## src/design/fbi_pkg.sv

```systemverilog
package fbi_pkg;

    // Width of the blend step register and of the phase counter (1 to 64).
    localparam int STEP_W = 7;
    localparam int PIX_W = 8;
    localparam int IDX_W = 16;
    localparam int PHASE_W = 6;
    // Numerator of one blend, at most 255 * 64.
    localparam int NUM_W = 14;
    // Number of divider stages; each stage resolves two quotient bits.
    localparam int DIV_STAGES = 4;

    localparam logic [STEP_W-1:0] RESET_STEPS = 7'd10;
    localparam logic [STEP_W-1:0] MAX_STEPS = 7'd64;

    // Side information that travels with each blend through the pipeline.
    typedef struct packed {
        logic [IDX_W-1:0]   idx;
        logic [PHASE_W-1:0] phase;
        logic               last;
    } t_tag;

endpackage

```

## src/design/fbi_div.sv

```systemverilog
module fbi_div (
    input  logic                        i_clk,
    input  logic                        i_rst_n,
    input  logic                        i_en,
    input  logic                        i_valid,
    input  logic [fbi_pkg::NUM_W-1:0]   i_num,
    input  logic [fbi_pkg::STEP_W-1:0]  i_n,
    input  fbi_pkg::t_tag               i_tag,
    output logic                        o_valid,
    output logic [fbi_pkg::PIX_W-1:0]   o_quot,
    output fbi_pkg::t_tag               o_tag
);

    localparam int S = fbi_pkg::DIV_STAGES;

    logic                       r_v   [S];
    logic [fbi_pkg::NUM_W-1:0]  r_rem [S];
    logic [fbi_pkg::PIX_W-1:0]  r_q   [S];
    logic [fbi_pkg::STEP_W-1:0] r_n   [S];
    fbi_pkg::t_tag              r_tag [S];

    logic                       in_v   [S];
    logic [fbi_pkg::NUM_W-1:0]  in_rem [S];
    logic [fbi_pkg::PIX_W-1:0]  in_q   [S];
    logic [fbi_pkg::STEP_W-1:0] in_n   [S];
    fbi_pkg::t_tag              in_tag [S];
    logic [fbi_pkg::NUM_W-1:0]  n_rem  [S];
    logic [fbi_pkg::PIX_W-1:0]  n_q    [S];

    genvar s;
    generate
        for (s = 0; s < S; s++) begin : g_stage
            if (s == 0) begin : g_first
                assign in_v[s]   = i_valid;
                assign in_rem[s] = i_num;
                assign in_q[s]   = '0;
                assign in_n[s]   = i_n;
                assign in_tag[s] = i_tag;
            end else begin : g_next
                assign in_v[s]   = r_v[s-1];
                assign in_rem[s] = r_rem[s-1];
                assign in_q[s]   = r_q[s-1];
                assign in_n[s]   = r_n[s-1];
                assign in_tag[s] = r_tag[s-1];
            end

            // Two restoring steps: quotient bits 7-2s and 6-2s.
            always_comb begin
                logic [fbi_pkg::NUM_W:0]   d1;
                logic [fbi_pkg::NUM_W:0]   d2;
                logic [fbi_pkg::NUM_W-1:0] rem1;
                logic                      b1;
                logic                      b2;
                d1   = (fbi_pkg::NUM_W + 1)'(in_n[s]) << (7 - 2 * s);
                d2   = (fbi_pkg::NUM_W + 1)'(in_n[s]) << (6 - 2 * s);
                b1   = {1'b0, in_rem[s]} >= d1;
                rem1 = b1 ? in_rem[s] - d1[fbi_pkg::NUM_W-1:0] : in_rem[s];
                b2   = {1'b0, rem1} >= d2;
                n_rem[s] = b2 ? rem1 - d2[fbi_pkg::NUM_W-1:0] : rem1;
                n_q[s]   = {in_q[s][fbi_pkg::PIX_W-3:0], b1, b2};
            end

            always_ff @(posedge i_clk) begin
                if (!i_rst_n) begin
                    r_v[s] <= 1'b0;
                end else if (i_en) begin
                    r_v[s] <= in_v[s];
                end
            end

            always_ff @(posedge i_clk) begin
                if (i_en) begin
                    r_rem[s] <= n_rem[s];
                    r_q[s]   <= n_q[s];
                    r_n[s]   <= in_n[s];
                    r_tag[s] <= in_tag[s];
                end
            end
        end
    endgenerate

    assign o_valid = r_v[S-1];
    assign o_quot  = r_q[S-1];
    assign o_tag   = r_tag[S-1];

endmodule

```

## config.mk

```make
export PLATFORM = sky130hd
export DESIGN_NAME = fbi_div
export DESIGN_NICKNAME = d
export VERILOG_FILES = /design/src/design/fbi_pkg.sv /design/src/design/fbi_div.sv
export SDC_FILE = /design/constraint.sdc
export NUM_CORES = 1
export LEC_CHECK = 0
export BUFFER_PORTS_ARGS = -buffer_cell sky130_fd_sc_hd__buf_2
export CAP_MARGIN = 25
export CORE_MARGIN = 2
export CORE_UTILIZATION = 30
export CTS_BUF_LIST = sky130_fd_sc_hd__clkbuf_8
export CTS_CLUSTER_DIAMETER = 30
export DETAILED_ROUTE_END_ITERATION = 10
export PLACE_DENSITY = 0.51
export SYNTH_ARGS = -nofsm -noshare
export SYNTH_HDL_FRONTEND = slang
export SYNTH_SLANG_ARGS = --single-unit
```

## constraint.sdc

```tcl
create_clock -name i_clk -period 4.7 [get_ports i_clk]
set_clock_uncertainty 0.15 [all_clocks]
set_input_delay 0.235 -clock i_clk [delete_from_list [all_inputs] [get_ports i_clk]]
set_output_delay 0.235 -clock i_clk [all_outputs]
set_load 0.02 [all_outputs]
```

==> metrics <==
CTS tree=yes; asr flop ratio synth=0; Initial Util=0.3024; RSZ-0062 raised after global routing=false; dominant synthesized flop cell=edfxtp_1; H-tree depth=4; Placer Congestion=roughly 0.76; EDFF count, synth=between 150 and 200; total gr overflow=0; Layout fillers=between 2k and 3k; initial antenna violation count=0; DR WL/cell=between 10 and 15 um; DP HPWL=around 11,000 um; Max IR drop VDD=between 200 and 250 uV; Final ANT Viol Nets=0; Leak Pwr=approximately 0.0043 uW; Final min period=about 4.5 ns; pre-CTS setup slack=-0.2153 ns; GRT Util Overall=0.1078; count of final setup violators=0; Ant. Diodes=0; Max Transition Viols Final=0; Post-route DRC=0; power density over the cells=between 500 and 600 mW/mm^2; fin nets=919; sequential share of the synthesized area=0.6232; most frequent cells in the layout=edfxtp_1 (178), buf_2 (78), inv_1 (56), ha_1 (55), buf_4 (55); most common cell after layout, fill and taps aside=edfxtp_1; Core Util, Final=0.3800; Clock Latency Late Sink=0.46 ns; CTS Sinks=~180; grt met2 use=0.1863; Unique masters post-synth=63; clock root buffer=clkbuf_8; Die Area=0.03007 sq mm; final worst slack=between 0.15 and 0.2 ns; Cell Area, Synth=~0.0086 sq mm; 1st-iter DRT viols=~230; I/O pins=80; CP Max Fanout=5; first-pass GRT wire length=~26,000 um; largest net degree at the start of global routing=114; Tot Pwr=between 5000 and 6000 uW; layout cells sized above 1=0.2655; die width=~170 um; GRT met3 Usage=0.01842; setup_tns=0 ns; Hold Crit Class=in2reg; syn nets=729; vias in the first global route=approximately 5.4k; Slew HR=0.4934; Critical Path AT=4.58 ns; Core Region=0.02847 sq mm; Mapped Avg Cell Area=between 10 and 15 sq um; via/cell ratio=4.337; FMAX=approximately 220 MHz; Startpoint Class=flip-flop; Die H=roughly 170 um; clock-pin slew on the worst setup and hold paths=0.10 ns; Critical Path RT=roughly 4.8 ns; vias=5,226; YS warnings=0; final hold viol count=0; FP Rows=62; number of max-cap violations=0; Mapped Cells=about 620; TritonCTS buffer count=17; Seq cells post-synth=179; gr busiest metal=met2; Worst Setup End Kind=flip-flop; Area growth syn-to-layout=25.66%; DRT Pass-1 Iters=4; Buffers on Ports=79; outcome=finished clean; Worst Max-Slew Pin Slew=0.7388 ns; worst-case clock buffer depth=2; period utilization=0.9647; GR met1 Demand/Resource=0.1348; Setup CP Type=reg2reg; final wirelength=15,290 um
-- layout make-up --
type,instances,area [sq um],area share
Clock inverter,15,177.7,0.01642
Clock buffer,17,234.0,0.02163
Timing Repair Buffer,176,1262,0.1167
Multi-Input combinational cell,377,3085,0.2852
Sequential cell,179,5365,0.4959
Tap cell,384,480.5,0.04441
Inverter,57,214.0,0.01978
-- where the power goes --
part           internal [uW]  switching, uW  total, uW
sequential              2080            109       2190
combinational           1150           1110       2260
clock                    406            639       1040
-- worst paths after layout --
path                                    from  cells after the start      endpoint  slack, ns
worst max-delay path             r_rem[0][3]                     15   r_rem[1][8]       0.17
worst min-delay path               i_num[11]                      3  r_rem[0][11]       0.11
worst max register to register   r_rem[0][3]                     15   r_rem[1][8]       0.17
worst min register to register  r_tag[0][12]                      0  r_tag[1][12]       0.27
-- worst max-delay path, cell delays in order (launching register included) --
cell and delay, ns:
edfxtp_1 0.42, or4_4 0.57, or4_4 0.46, a31oi_4 0.20
nor3_2 0.08, buf_4 0.15, buf_4 0.14, o21ai_0 0.32
ha_1 0.31, nor2b_1 0.13, o21a_1 0.17, o21a_1 0.20
nor2_2 0.13, o31a_1 0.30, nand4_4 0.20, mux2_4 0.36
-- metal layers --
layer  up-vias  part of all wire
met5         -                 0
met1      2460              0.46
met2        74              0.50
met4         0             0.014
met3        12             0.025
li1       2680                 -
-- per-stage QoR --
step / instance area (sq um) / instances / hold WS [ns]
floorplan: 8615 / 618 / 0.1839
global placement: 9894 / 1130 / 0.2503
detailed placement: 9894 / 1130 / 0.2545
CTS: 10700 / 1201 / 0.08006
global route: 10820 / 1205 / 0.1171
finish: 10820 / 1205 / 0.1149
-- registers in the layout, indices dropped and copies added, names as in the netlist --
signal and flops:
r_q 20, r_n 21, r_v 4, r_rem 42, r_tag 92
-- synth_stat cells (2+ instances only) --
cell      count  area share
edfxtp_1    178        0.62
ha_1         56       0.081
inv_1        56       0.024
a21oi_1      43       0.025
nor2_1       34       0.015
nand2_1      21      0.0092
xnor2_1      20       0.020
o21ai_0      19       0.011
xor2_1       16       0.016
a21o_1       14       0.012
mux2_2       13       0.017
mux2_4       11       0.019
nor2b_1      11      0.0080
nand3_1       9      0.0052
nor3_1        9      0.0052
nand2b_1      8      0.0058
fa_1          7       0.016
mux2i_1       7      0.0081
and3_1        6      0.0044
nand4_1       6      0.0044
o21a_1        5      0.0044
clkbuf_1      4      0.0017
nand4b_1      4      0.0041
a21boi_0      3      0.0026
a31oi_1       3      0.0022
and2_1        3      0.0022
nor4_1        3      0.0022
o21bai_1      3      0.0026
or3_1         3      0.0022
or4_1         3      0.0026
a211oi_1      2      0.0017
mux2_1        2      0.0026
nand3b_1      2      0.0017
o211ai_1      2      0.0017
o31a_1        2      0.0020
o31ai_1       2      0.0017
or4_4         2      0.0026
-- cells by family (layout without fill, tap and decap cells) --
group | count (synthesis) | after routing | synth area share
compound gates | 110 | 110 | 0.07979
flops | 179 | 179 | 0.6232
simple gates | 133 | 134 | 0.08589
buf+inv | 63 | 265 | 0.02805
xor+xnor | 37 | 37 | 0.03851
fa+ha+maj | 63 | 63 | 0.09766
mux | 33 | 33 | 0.04694
-- timing repair --
item                                    CTS  global route
hold endpoints to repair                 44            11
setup buffers                             0             1
hold buffers                             39             1
endpoints found under the setup margin    0            32
resized for setup                         0            15
(Power assumes the default switching activity.)
