===== src/design/fbi_pkg.sv =====
package fbi_pkg;

    // Width of the blend step register and of the phase counter (1 to 64).
    localparam int STEP_W = 7;
    localparam int PIX_W = 8;
    localparam int IDX_W = 16;
    localparam int PHASE_W = 6;
    // Numerator of one blend, at most 255 * 64.
    localparam int NUM_W = 14;
    // Number of divider stages; each stage resolves two quotient bits.
    localparam int DIV_STAGES = 4;

    localparam logic [STEP_W-1:0] RESET_STEPS = 7'd10;
    localparam logic [STEP_W-1:0] MAX_STEPS = 7'd64;

    // Side information that travels with each blend through the pipeline.
    typedef struct packed {
        logic [IDX_W-1:0]   idx;
        logic [PHASE_W-1:0] phase;
        logic               last;
    } t_tag;

endpackage


===== src/design/fbi_mul.sv =====
module fbi_mul (
    input  logic                        i_clk,
    input  logic                        i_rst_n,
    input  logic                        i_en,
    input  logic                        i_valid,
    input  logic [fbi_pkg::PIX_W-1:0]   i_prev,
    input  logic [fbi_pkg::PIX_W-1:0]   i_cur,
    input  logic [fbi_pkg::IDX_W-1:0]   i_idx,
    input  logic [fbi_pkg::STEP_W-1:0]  i_p,
    input  logic [fbi_pkg::STEP_W-1:0]  i_n,
    output logic                        o_valid,
    output logic [fbi_pkg::NUM_W-1:0]   o_num,
    output logic [fbi_pkg::STEP_W-1:0]  o_n,
    output fbi_pkg::t_tag               o_tag
);

    logic                       r_v1;
    logic                       r_v2;
    logic [fbi_pkg::NUM_W-1:0]  r_a;
    logic [fbi_pkg::NUM_W-1:0]  r_b;
    logic [fbi_pkg::STEP_W-1:0] r_n1;
    logic [fbi_pkg::STEP_W-1:0] r_n2;
    fbi_pkg::t_tag              r_tag1;
    fbi_pkg::t_tag              r_tag2;
    logic [fbi_pkg::NUM_W-1:0]  r_num;

    logic [fbi_pkg::STEP_W-1:0] w_weight;
    fbi_pkg::t_tag              n_tag;

    assign w_weight = i_n - i_p;

    always_comb begin
        n_tag.idx   = i_idx;
        n_tag.phase = fbi_pkg::PHASE_W'(i_p - 7'd1);
        n_tag.last  = i_p == i_n;
    end

    always_ff @(posedge i_clk) begin
        if (!i_rst_n) begin
            r_v1 <= 1'b0;
            r_v2 <= 1'b0;
        end else if (i_en) begin
            r_v1 <= i_valid;
            r_v2 <= r_v1;
        end
    end

    // Stage one forms both weighted terms, stage two adds them.
    always_ff @(posedge i_clk) begin
        if (i_en) begin
            r_a    <= fbi_pkg::NUM_W'(i_prev) * fbi_pkg::NUM_W'(w_weight);
            r_b    <= fbi_pkg::NUM_W'(i_cur) * fbi_pkg::NUM_W'(i_p);
            r_n1   <= i_n;
            r_tag1 <= n_tag;
            r_num  <= r_a + r_b;
            r_n2   <= r_n1;
            r_tag2 <= r_tag1;
        end
    end

    assign o_valid = r_v2;
    assign o_num   = r_num;
    assign o_n     = r_n2;
    assign o_tag   = r_tag2;

endmodule


===== config.mk =====
export PLATFORM = sky130hd
export DESIGN_NAME = fbi_mul
export DESIGN_NICKNAME = d
export VERILOG_FILES = /design/src/design/fbi_pkg.sv /design/src/design/fbi_mul.sv
export SDC_FILE = /design/constraint.sdc
export NUM_CORES = 1
export LEC_CHECK = 0
export BUFFER_PORTS_ARGS = -buffer_cell sky130_fd_sc_hd__buf_4
export CAP_MARGIN = 20
export CORE_MARGIN = 1.5
export CORE_UTILIZATION = 50
export DETAILED_ROUTE_END_ITERATION = 6
export PLACE_DENSITY_LB_ADDON = 0.25
export SYNTH_ARGS = -nofsm -noshare
export SYNTH_HDL_FRONTEND = slang
export SYNTH_SLANG_ARGS = --single-unit

===== constraint.sdc =====
create_clock -name i_clk -period 6 [get_ports i_clk]
set_input_delay 0.3 -clock i_clk [delete_from_list [all_inputs] [get_ports i_clk]]
set_output_delay 0.3 -clock i_clk [all_outputs]
set_load 0.05 [all_outputs]

==> flow_metrics.tcl, run 1 <==
set metrics [dict create \
    cts_tree "yes" \
    final-max-slew-violation-count 0 \
    clkTransAtPathRegs_ns 0.07 \
    start_kind "input port" \
    grt_pass1_wl_mm 25.3 \
    drive_gt1_frac 0.162 \
    synth_adder_area_share 0.286 \
    antenna_left 0 \
    p_sw_frac 0.412 \
    final_core_util 0.590 \
    comb_power_share 0.568 \
    cts-root-buf "clkbuf_16" \
    status "completed" \
    maxCapViolCount 0 \
    die_area_um2 16100 \
    core_area_um2 15100 \
    use_met3 0.0363 \
    final_nets 951 \
    synth_top_family_by_area "adder cells" \
    r2r-start "r_a[0]" \
    netlist-cell-type-count 50 \
    critical_path_required_ns 6.10 \
    syn_to_final_growth_pct 16.3 \
    min_from "i_idx[6]" \
    path_max_fanout 7 \
    hold_viol_final 0 \
    ios 95 \
    detail_route.iter0.violations 159 \
    arrival_ns 5.71 \
    clockPowerShare 0.144 \
    cts_hold_buf 0 \
    dp_hpwl_mm 12.1 \
    synth-simple-area-share 0.123 \
    drtPass1Iterations 5 \
    antenna_found_initial 0 \
    worst_r2r_path_depth 9 \
    synth_compound_area_frac 0.0720 \
    insertion_delay_ns 0.35 \
    syn_area_per_cell_um2 11.6 \
    synth_edf_count 102 \
    grt_util_met2 0.350 \
    synth_area_um2 7660 \
    yosys_warnings 0 \
    num_antenna_cells 0 \
    postCtsSetupBuffers 0 \
    synthArstFlopShare 0 \
    num_vias 5024 \
    die_w_um 127 \
    die_y_um 127 \
    cts_resized 0 \
    ir_drop_uv 212 \
    tightestPinTransition_ns 0.783 \
    holdPathEnd "r_tag1[13]" \
    power_density_nw_per_um2 448 \
    r2r_end "o_num[12]" \
    finalSetupViolations 0 \
    port_buffers 94 \
    power.switching_mw 1.64 \
    clock_sinks 104 \
    fin_skew_ns 0.00349 \
    p_leak_nw 4.07 \
    synth_seq_cells 104 \
    synth_xor_xnor_area_share 0.0524 \
    drc 0 \
    path_class "input port to flop" \
    finalWirelength_mm 15.1 \
    fin_crit_ns 5.61 \
    p_seq_frac 0.288 \
    grt_pass1_vias 5317 \
    overflow 0 \
    grt_max_degree 61 \
    final_cell_mix "buf_4 (102), edfxtp_1 (102), inv_1 (87)" \
    cts_inserted_buffers 9 \
    wl_per_cell_um 15.9 \
    hold_class "input port to flop" \
    dp_worst_setup_slack_ns 0.0188 \
    rsz0062_at_grt "no" \
    end_kind "flop" \
    p_total_mw 3.99 \
    hold_path_depth 1 \
    grt_util_met1 0.251 \
    synth_nets 848 \
    finalWeightedCongestion 0.869 \
    ff2ff_setup_slack_ns 3.80 \
    period_share 0.934 \
    synth_mux_area_frac 0.0136 \
    start_util 0.508 \
    layout_setup_ws_ns 0.394 \
    ctsHtreeMaxLevel 3 \
    maxSlewHeadroom 0.475 \
    grt_util_all_layers 0.202 \
    synth.yosys.seq_area_share 0.405 \
    power.internal_mw 2.35 \
    syn_inst 658 \
    max_freq_mhz 178 \
    ys.flop_type "edfxtp_1" \
    cts_buffer_depth 2 \
    avgViaCountPerCell 5.27 \
    busiest_layer "met2" \
    setup_tns_ns 0 \
    row_count 45 \
]
critical path, stage by stage:
cell and delay, ns:
buf_4 0.11, ha_1 0.22, fa_1 0.42, nor2b_1 0.19
o31a_1 0.20, o21ai_1 0.08, nand2b_1 0.10, xnor2_1 0.12
buf_4 0.16, nand2_1 0.08, fa_1 0.50, fa_1 0.54
inv_1 0.05, fa_1 0.54, inv_1 0.06, fa_1 0.52
inv_1 0.04, ha_1 0.33, o21a_1 0.22, o21ai_0 0.18
a21oi_1 0.09, a31o_1 0.25, o41ai_1 0.30, xnor2_1 0.11
power groups by stage:
stage	Sequential, mW	Clock [mW]	Combinational, mW
6_report	1.15	0.574	2.27
5_1_grt	1.17	0.614	2.55
4_1_cts	1.15	0.593	2.29
3_5_place_dp	1.17	0	2.26
3_3_place_gp	1.17	0	2.17
2_1_floorplan	1.35	0	1.54
flip-flops by register name (all words and copies together), names as in the netlist:
name,count
o_valid,1
r_b,14
r_n1,7
o_tag,23
o_n,7
r_v1,1
o_num,14
r_tag1,23
r_a,14
layout make-up:
type	instances	area, um2
Fill cell	1239	6180
Multi-Input combinational cell	457	4180
Sequential cell	104	3100
Timing Repair Buffer	102	766
Inverter	87	327
Tap cell	188	235
Clock buffer	10	229
Clock inverter	6	63.8
routing by layer:
layer,wire (um),share of wire,vias to the layer above
met1,6620,0.44,2427
met3,698,0.046,34
met4,384,0.025,0
met2,7430,0.49,129
li1,-,-,2434
met5,0,0,-
metrics by stage:
| stage | instances | cell area, um2 | hold WS, ns |
|---|---|---|---|
| 2_1_floorplan | 658 | 7660 | 0.399 |
| 3_3_place_gp | 938 | 8610 | 0.402 |
| 3_5_place_dp | 938 | 8610 | 0.405 |
| 4_1_cts | 954 | 8910 | 0.105 |
| 5_1_grt | 954 | 8910 | 0.102 |
| 6_report | 954 | 8910 | 0.120 |
cell families after synthesis:
group | Yosys count
buffers and inverters | 97
XOR/XNOR | 45
AO/OA/AOI/OAI | 78
adder cells (fa/ha/maj) | 140
AND/OR/NAND/NOR | 184
multiplexers | 10
flip-flops | 104
synth_stat cells (2+ instances only):
master | number | area share
a21o_2 | 2 | 0.0023
ha_1 | 82 | 0.13
o21ai_0 | 8 | 0.0052
nor2_1 | 17 | 0.0083
a211o_1 | 5 | 0.0057
mux2i_1 | 7 | 0.0091
mux2_1 | 3 | 0.0044
o21bai_1 | 2 | 0.0020
a31oi_1 | 2 | 0.0016
nor3_1 | 7 | 0.0046
o21ai_1 | 2 | 0.0013
nand2_1 | 65 | 0.032
and2_1 | 41 | 0.033
clkbuf_1 | 9 | 0.0044
inv_1 | 87 | 0.043
fa_1 | 58 | 0.15
nand3b_1 | 2 | 0.0020
a21o_1 | 7 | 0.0069
a21oi_1 | 23 | 0.015
nand4_1 | 6 | 0.0049
and3_1 | 2 | 0.0016
o211ai_1 | 2 | 0.0020
o21a_1 | 10 | 0.0098
dfxtp_1 | 2 | 0.0052
nand3_1 | 5 | 0.0033
xor2_1 | 13 | 0.015
nor2b_1 | 17 | 0.014
edfxtp_1 | 102 | 0.40
nand2b_1 | 19 | 0.016
xnor2_1 | 31 | 0.035
worst max path at each step:
stage,from,endpoint,slack (ns),cells after the start
6_report,i_p[0],r_a[13],0.39,24
3_3_place_gp,i_p[0],r_a[13],0.22,24
2_1_floorplan,i_p[1],r_a[13],0.08,22
5_1_grt,i_p[0],r_a[13],0.05,24
4_1_cts,i_p[0],r_a[13],0.40,24
3_5_place_dp,i_p[0],r_a[13],0.02,24
Note: power is estimated with default switching activity, not from simulation.
==> run 2: changes to the inputs <==
CORE_UTILIZATION = 54   (was 50)
==> flow_metrics.tcl, run 2 (synthesis results as in run 1) <==
set metrics [dict create \
    status "completed" \
    die_area_um2 14900 \
    die_y_um 122 \
    avgViaCountPerCell 5.21 \
    power.internal_mw 2.39 \
    end_kind "flop" \
    cpPeakStageDelay_ns 0.54 \
    final_nets 949 \
    maxCapViolCount 0 \
    hold_class "input port to flop" \
    critical_path_required_ns 6.09 \
    final_cell_mix "edfxtp_1 (102), buf_4 (100), inv_1 (87)" \
    grt_pass1_wl_mm 23.9 \
    drc 0 \
    ctsHtreeMaxLevel 3 \
    slowest_stage "fa_1" \
    ir_drop_uv 216 \
    hold_path_depth 1 \
    grt_max_degree 87 \
    arrival_ns 5.65 \
    cts_buffer_depth 2 \
    fin_crit_ns 5.56 \
    start_util 0.552 \
    fin_skew_ns 0.00406 \
    r2r-start "r_b[0]" \
    die_w_um 122 \
    r2r_end "o_num[10]" \
    detail_route.iter0.violations 217 \
    critPathTopFamily "adder cells" \
    p_leak_nw 4.08 \
    maxSlewHeadroom 0.312 \
    hold_viol_final 0 \
    row_count 43 \
    grt_pass1_vias 5104 \
    clockPowerShare 0.150 \
    p_seq_frac 0.286 \
    period_share 0.926 \
    dp_cells 928 \
    finalWirelength_mm 14.8 \
    holdPathEnd "r_tag1[8]" \
    drtPass1Iterations 6 \
    worst_r2r_path_depth 9 \
    cts_resized 0 \
    tightestPinTransition_ns 1.03 \
    start_kind "input port" \
    port_buffers 94 \
    final-max-slew-violation-count 0 \
    mostFrequentLayoutCell "edfxtp_1" \
    max_freq_mhz 180 \
    ff2ff_setup_slack_ns 3.77 \
    cts_tree "yes" \
    power.switching_mw 1.63 \
    syn_to_final_growth_pct 16.3 \
    power_density_nw_per_um2 452 \
    cts_inserted_buffers 9 \
    num_antenna_cells 0 \
    num_vias 4915 \
    grt_util_all_layers 0.210 \
    finalWeightedCongestion 0.881 \
    finalNonFillerCells 944 \
    path_max_fanout 11 \
    min_from "i_idx[1]" \
    insertion_delay_ns 0.35 \
    hold_slack_ns 0.123 \
    finalSetupViolations 0 \
    drive_gt1_frac 0.160 \
    dp_hpwl_mm 11.8 \
    ios 95 \
    wl_per_cell_um 15.7 \
    postCtsSetupBuffers 0 \
    crit_chain "buf_4 -> inv_1 -> ha_1 -> a21o_1 -> a21oi_1 -> o21bai_1 -> a21oi_2 -> mux2_1 -> fa_1 -> fa_1 -> inv_1 -> fa_1 -> inv_1 -> fa_1 -> inv_1 -> ha_1 -> o21a_1 -> o21ai_0 -> a21oi_1 -> a31o_1 -> o41ai_1 -> xnor2_1" \
    path_depth 22 \
    cts_hold_buf 0 \
    core_area_um2 13900 \
    overflow 0 \
    cp_num_buf_inv 5 \
    p_sw_frac 0.405 \
    comb_power_share 0.564 \
    setup_tns_ns 0 \
    path_class "input port to flop" \
    clkTransAtPathRegs_ns 0.07 \
    clock_sinks 104 \
    antenna_left 0 \
    cts-root-buf "clkbuf_16" \
    rsz0062_at_grt "no" \
    antenna_found_initial 0 \
]
run 2: worst max path at each step:
| stage | start | end | slack, ns |
|---|---|---|---|
| finish | i_p[1] | r_a[13] | 0.44 |
| global route | i_p[0] | r_a[13] | 0.15 |
| CTS | i_p[1] | r_a[13] | 0.47 |
| detailed placement | i_p[1] | r_a[13] | 0.11 |
| global placement | i_p[1] | r_a[13] | 0.26 |
| floorplan | i_p[1] | r_a[13] | 0.08 |
run 2: metal layers:
layer	GRT usage	wire length (um)
met1	0.263	6590
met2	0.364	7350
met3	0.0510	736
met4	0.0567	153
met5	0	0
run 2: metrics by stage:
stage | total power, mW | setup WS [ns] | cell area (um2) | utilization
2_1_floorplan | 2.88 | 0.0761 | 7660 | -
3_3_place_gp | 3.34 | 0.259 | 8590 | 0.619
3_5_place_dp | 3.42 | 0.114 | 8590 | 0.619
4_1_cts | 4.05 | 0.469 | 8900 | 0.642
5_1_grt | 4.33 | 0.150 | 8900 | 0.642
6_report | 4.02 | 0.444 | 8900 | 0.642
run 2: power by group through the flow:
stage | Clock (mW) | Sequential, mW | Combinational, mW
global placement | 0 | 1.17 | 2.17
detailed placement | 0 | 1.17 | 2.25
global route | 0.643 | 1.17 | 2.52
CTS | 0.617 | 1.16 | 2.27
floorplan | 0 | 1.35 | 1.54
finish | 0.603 | 1.15 | 2.27
run 2: layout make-up:
type                            count  area (um2)
Timing Repair Buffer              100         751
Clock inverter                      6        86.3
Sequential cell                   104        3100
Inverter                           87         327
Clock buffer                       10         229
Multi-Input combinational cell    457        4180
Tap cell                          180         225
Fill cell                        1120        4980
==> run 3: changes to the inputs <==
BUFFER_PORTS_ARGS = -buffer_cell sky130_fd_sc_hd__clkbuf_2   (was -buffer_cell sky130_fd_sc_hd__buf_4)
==> flow_metrics.tcl, run 3 (synthesis results as in run 1) <==
set metrics [dict create \
    status "completed" \
    final_cell_mix "edfxtp_1 (102), clkbuf_2 (93), inv_1 (87)" \
    finalNonFillerCells 950 \
    critical_path_required_ns 6.09 \
    cts_tree "yes" \
    drive_gt1_frac 0.166 \
    finalWeightedCongestion 0.854 \
    hold_viol_final 0 \
    final-max-slew-violation-count 0 \
    register_area_um2 3100 \
    maxSlewHeadroom 0.520 \
    postCtsSetupBuffers 0 \
    start_util 0.552 \
    drc 0 \
    clkTransAtPathRegs_ns 0.07 \
    die_w_um 122 \
    fin_crit_ns 5.59 \
    insertion_delay_ns 0.35 \
    overflow 0 \
    multi_input_area_um2 4180 \
    setup_tns_ns 0 \
    finalSetupViolations 0 \
    grt_max_degree 60 \
    cts_buffer_depth 2 \
    detail_route.iter0.violations 210 \
    die_y_um 122 \
    drtPass1Iterations 5 \
    rsz0062_at_grt "no" \
    period_share 0.932 \
    dp_cells 934 \
    antenna_left 0 \
    core_area_um2 13900 \
    ctsHtreeMaxLevel 3 \
    tightestPinTransition_ns 0.719 \
    path_class "input port to flop" \
    clock_sinks 104 \
    antenna_found_initial 0 \
    hold_slack_ns 0.126 \
    grt_pass1_wl_mm 24.9 \
    end_kind "flop" \
    cts_inserted_buffers 9 \
    wl_per_cell_um 16.0 \
    hold_class "input port to flop" \
    die_area_um2 14900 \
    port_buffers 94 \
    postLayoutCellArea_um2 8690 \
    fillers 1109 \
    final_nets 955 \
    start_kind "input port" \
    p_leak_nw 4.03 \
    grt_util_all_layers 0.218 \
    cts_resized 0 \
    grt_pass1_vias 5146 \
    cts-root-buf "clkbuf_16" \
    row_count 43 \
    num_vias 5071 \
    ir_drop_uv 191 \
    cts_hold_buf 0 \
    finalWirelength_mm 15.2 \
    layout_setup_ws_ns 0.410 \
    dp_hpwl_mm 12.1 \
    avgViaCountPerCell 5.34 \
    arrival_ns 5.68 \
    max_freq_mhz 179 \
    syn_to_final_growth_pct 13.5 \
    path_max_fanout 4 \
    dp_worst_setup_slack_ns 0.106 \
    num_antenna_cells 0 \
    ios 95 \
    mostFrequentLayoutCell "edfxtp_1" \
    power_density_nw_per_um2 452 \
    fin_skew_ns 0.00890 \
    maxCapViolCount 0 \
    placed_area_um2 8400 \
]
-- run 3: cell count changes in the layout (fill, tap and decap cells not counted), sizes merged --
| cell | before | now |
|---|---|---|
| buf | 100 | 13 |
| bufinv | 1 | 0 |
| clkbuf | 10 | 102 |
| clkinv | 2 | 3 |
| clkinvlp | 0 | 1 |
-- run 3: critical path, stage by stage --
cell	delay [ns]
clkbuf_2	0.09
inv_1	0.04
ha_1	0.20
fa_1	0.41
nor2b_1	0.20
o31a_1	0.23
o21ai_1	0.09
nand2b_1	0.09
xnor2_1	0.19
nand2_1	0.14
fa_1	0.52
fa_1	0.54
inv_1	0.05
fa_1	0.53
inv_1	0.05
fa_1	0.52
inv_1	0.04
ha_1	0.33
o21a_1	0.21
o21ai_0	0.17
a21oi_1	0.08
a31o_1	0.25
o41ai_1	0.30
xnor2_1	0.10
-- run 3: path summary, 6_finish.rpt --
| kind | start | end | slack (ns) | cells after the start |
|---|---|---|---|---|
| worst min register to register | r_tag1[16] | o_tag[16] | 0.42 | 0 |
| worst max-delay path | i_n[0] | r_a[13] | 0.41 | 24 |
| worst min-delay path | i_idx[12] | r_tag1[19] | 0.13 | 1 |
| worst max register to register | r_a[0] | o_num[12] | 3.77 | 9 |
-- run 3: layer usage --
layer,GRT usage,wire [um]
met3,0.0426,800
met4,0.0719,344
met5,0,0
met2,0.374,7370
met1,0.277,6730
-- run 3: cell type report --
class / instances / area share
inverter: 87 / 0.0376
timing repair buffer: 106 / 0.0648
sequential: 104 / 0.357
multi-input combinational: 457 / 0.481
clock inverter: 7 / 0.00734
clock buffer: 9 / 0.0259
tap: 180 / 0.0259
-- run 3: power breakdown --
part	internal, mW	switching (mW)	leakage [nW]
Clock	0.290	0.272	0.140
Sequential	1.09	0.0615	1.01
Combinational	0.923	1.29	2.88
-- run 3: metrics by stage --
stage	power [mW]	utilization
after global routing	4.26	0.626
after CTS	3.96	0.626
final	3.93	0.626
after floorplan	2.88	-
after global placement	3.30	0.605
after detailed placement	3.37	0.605
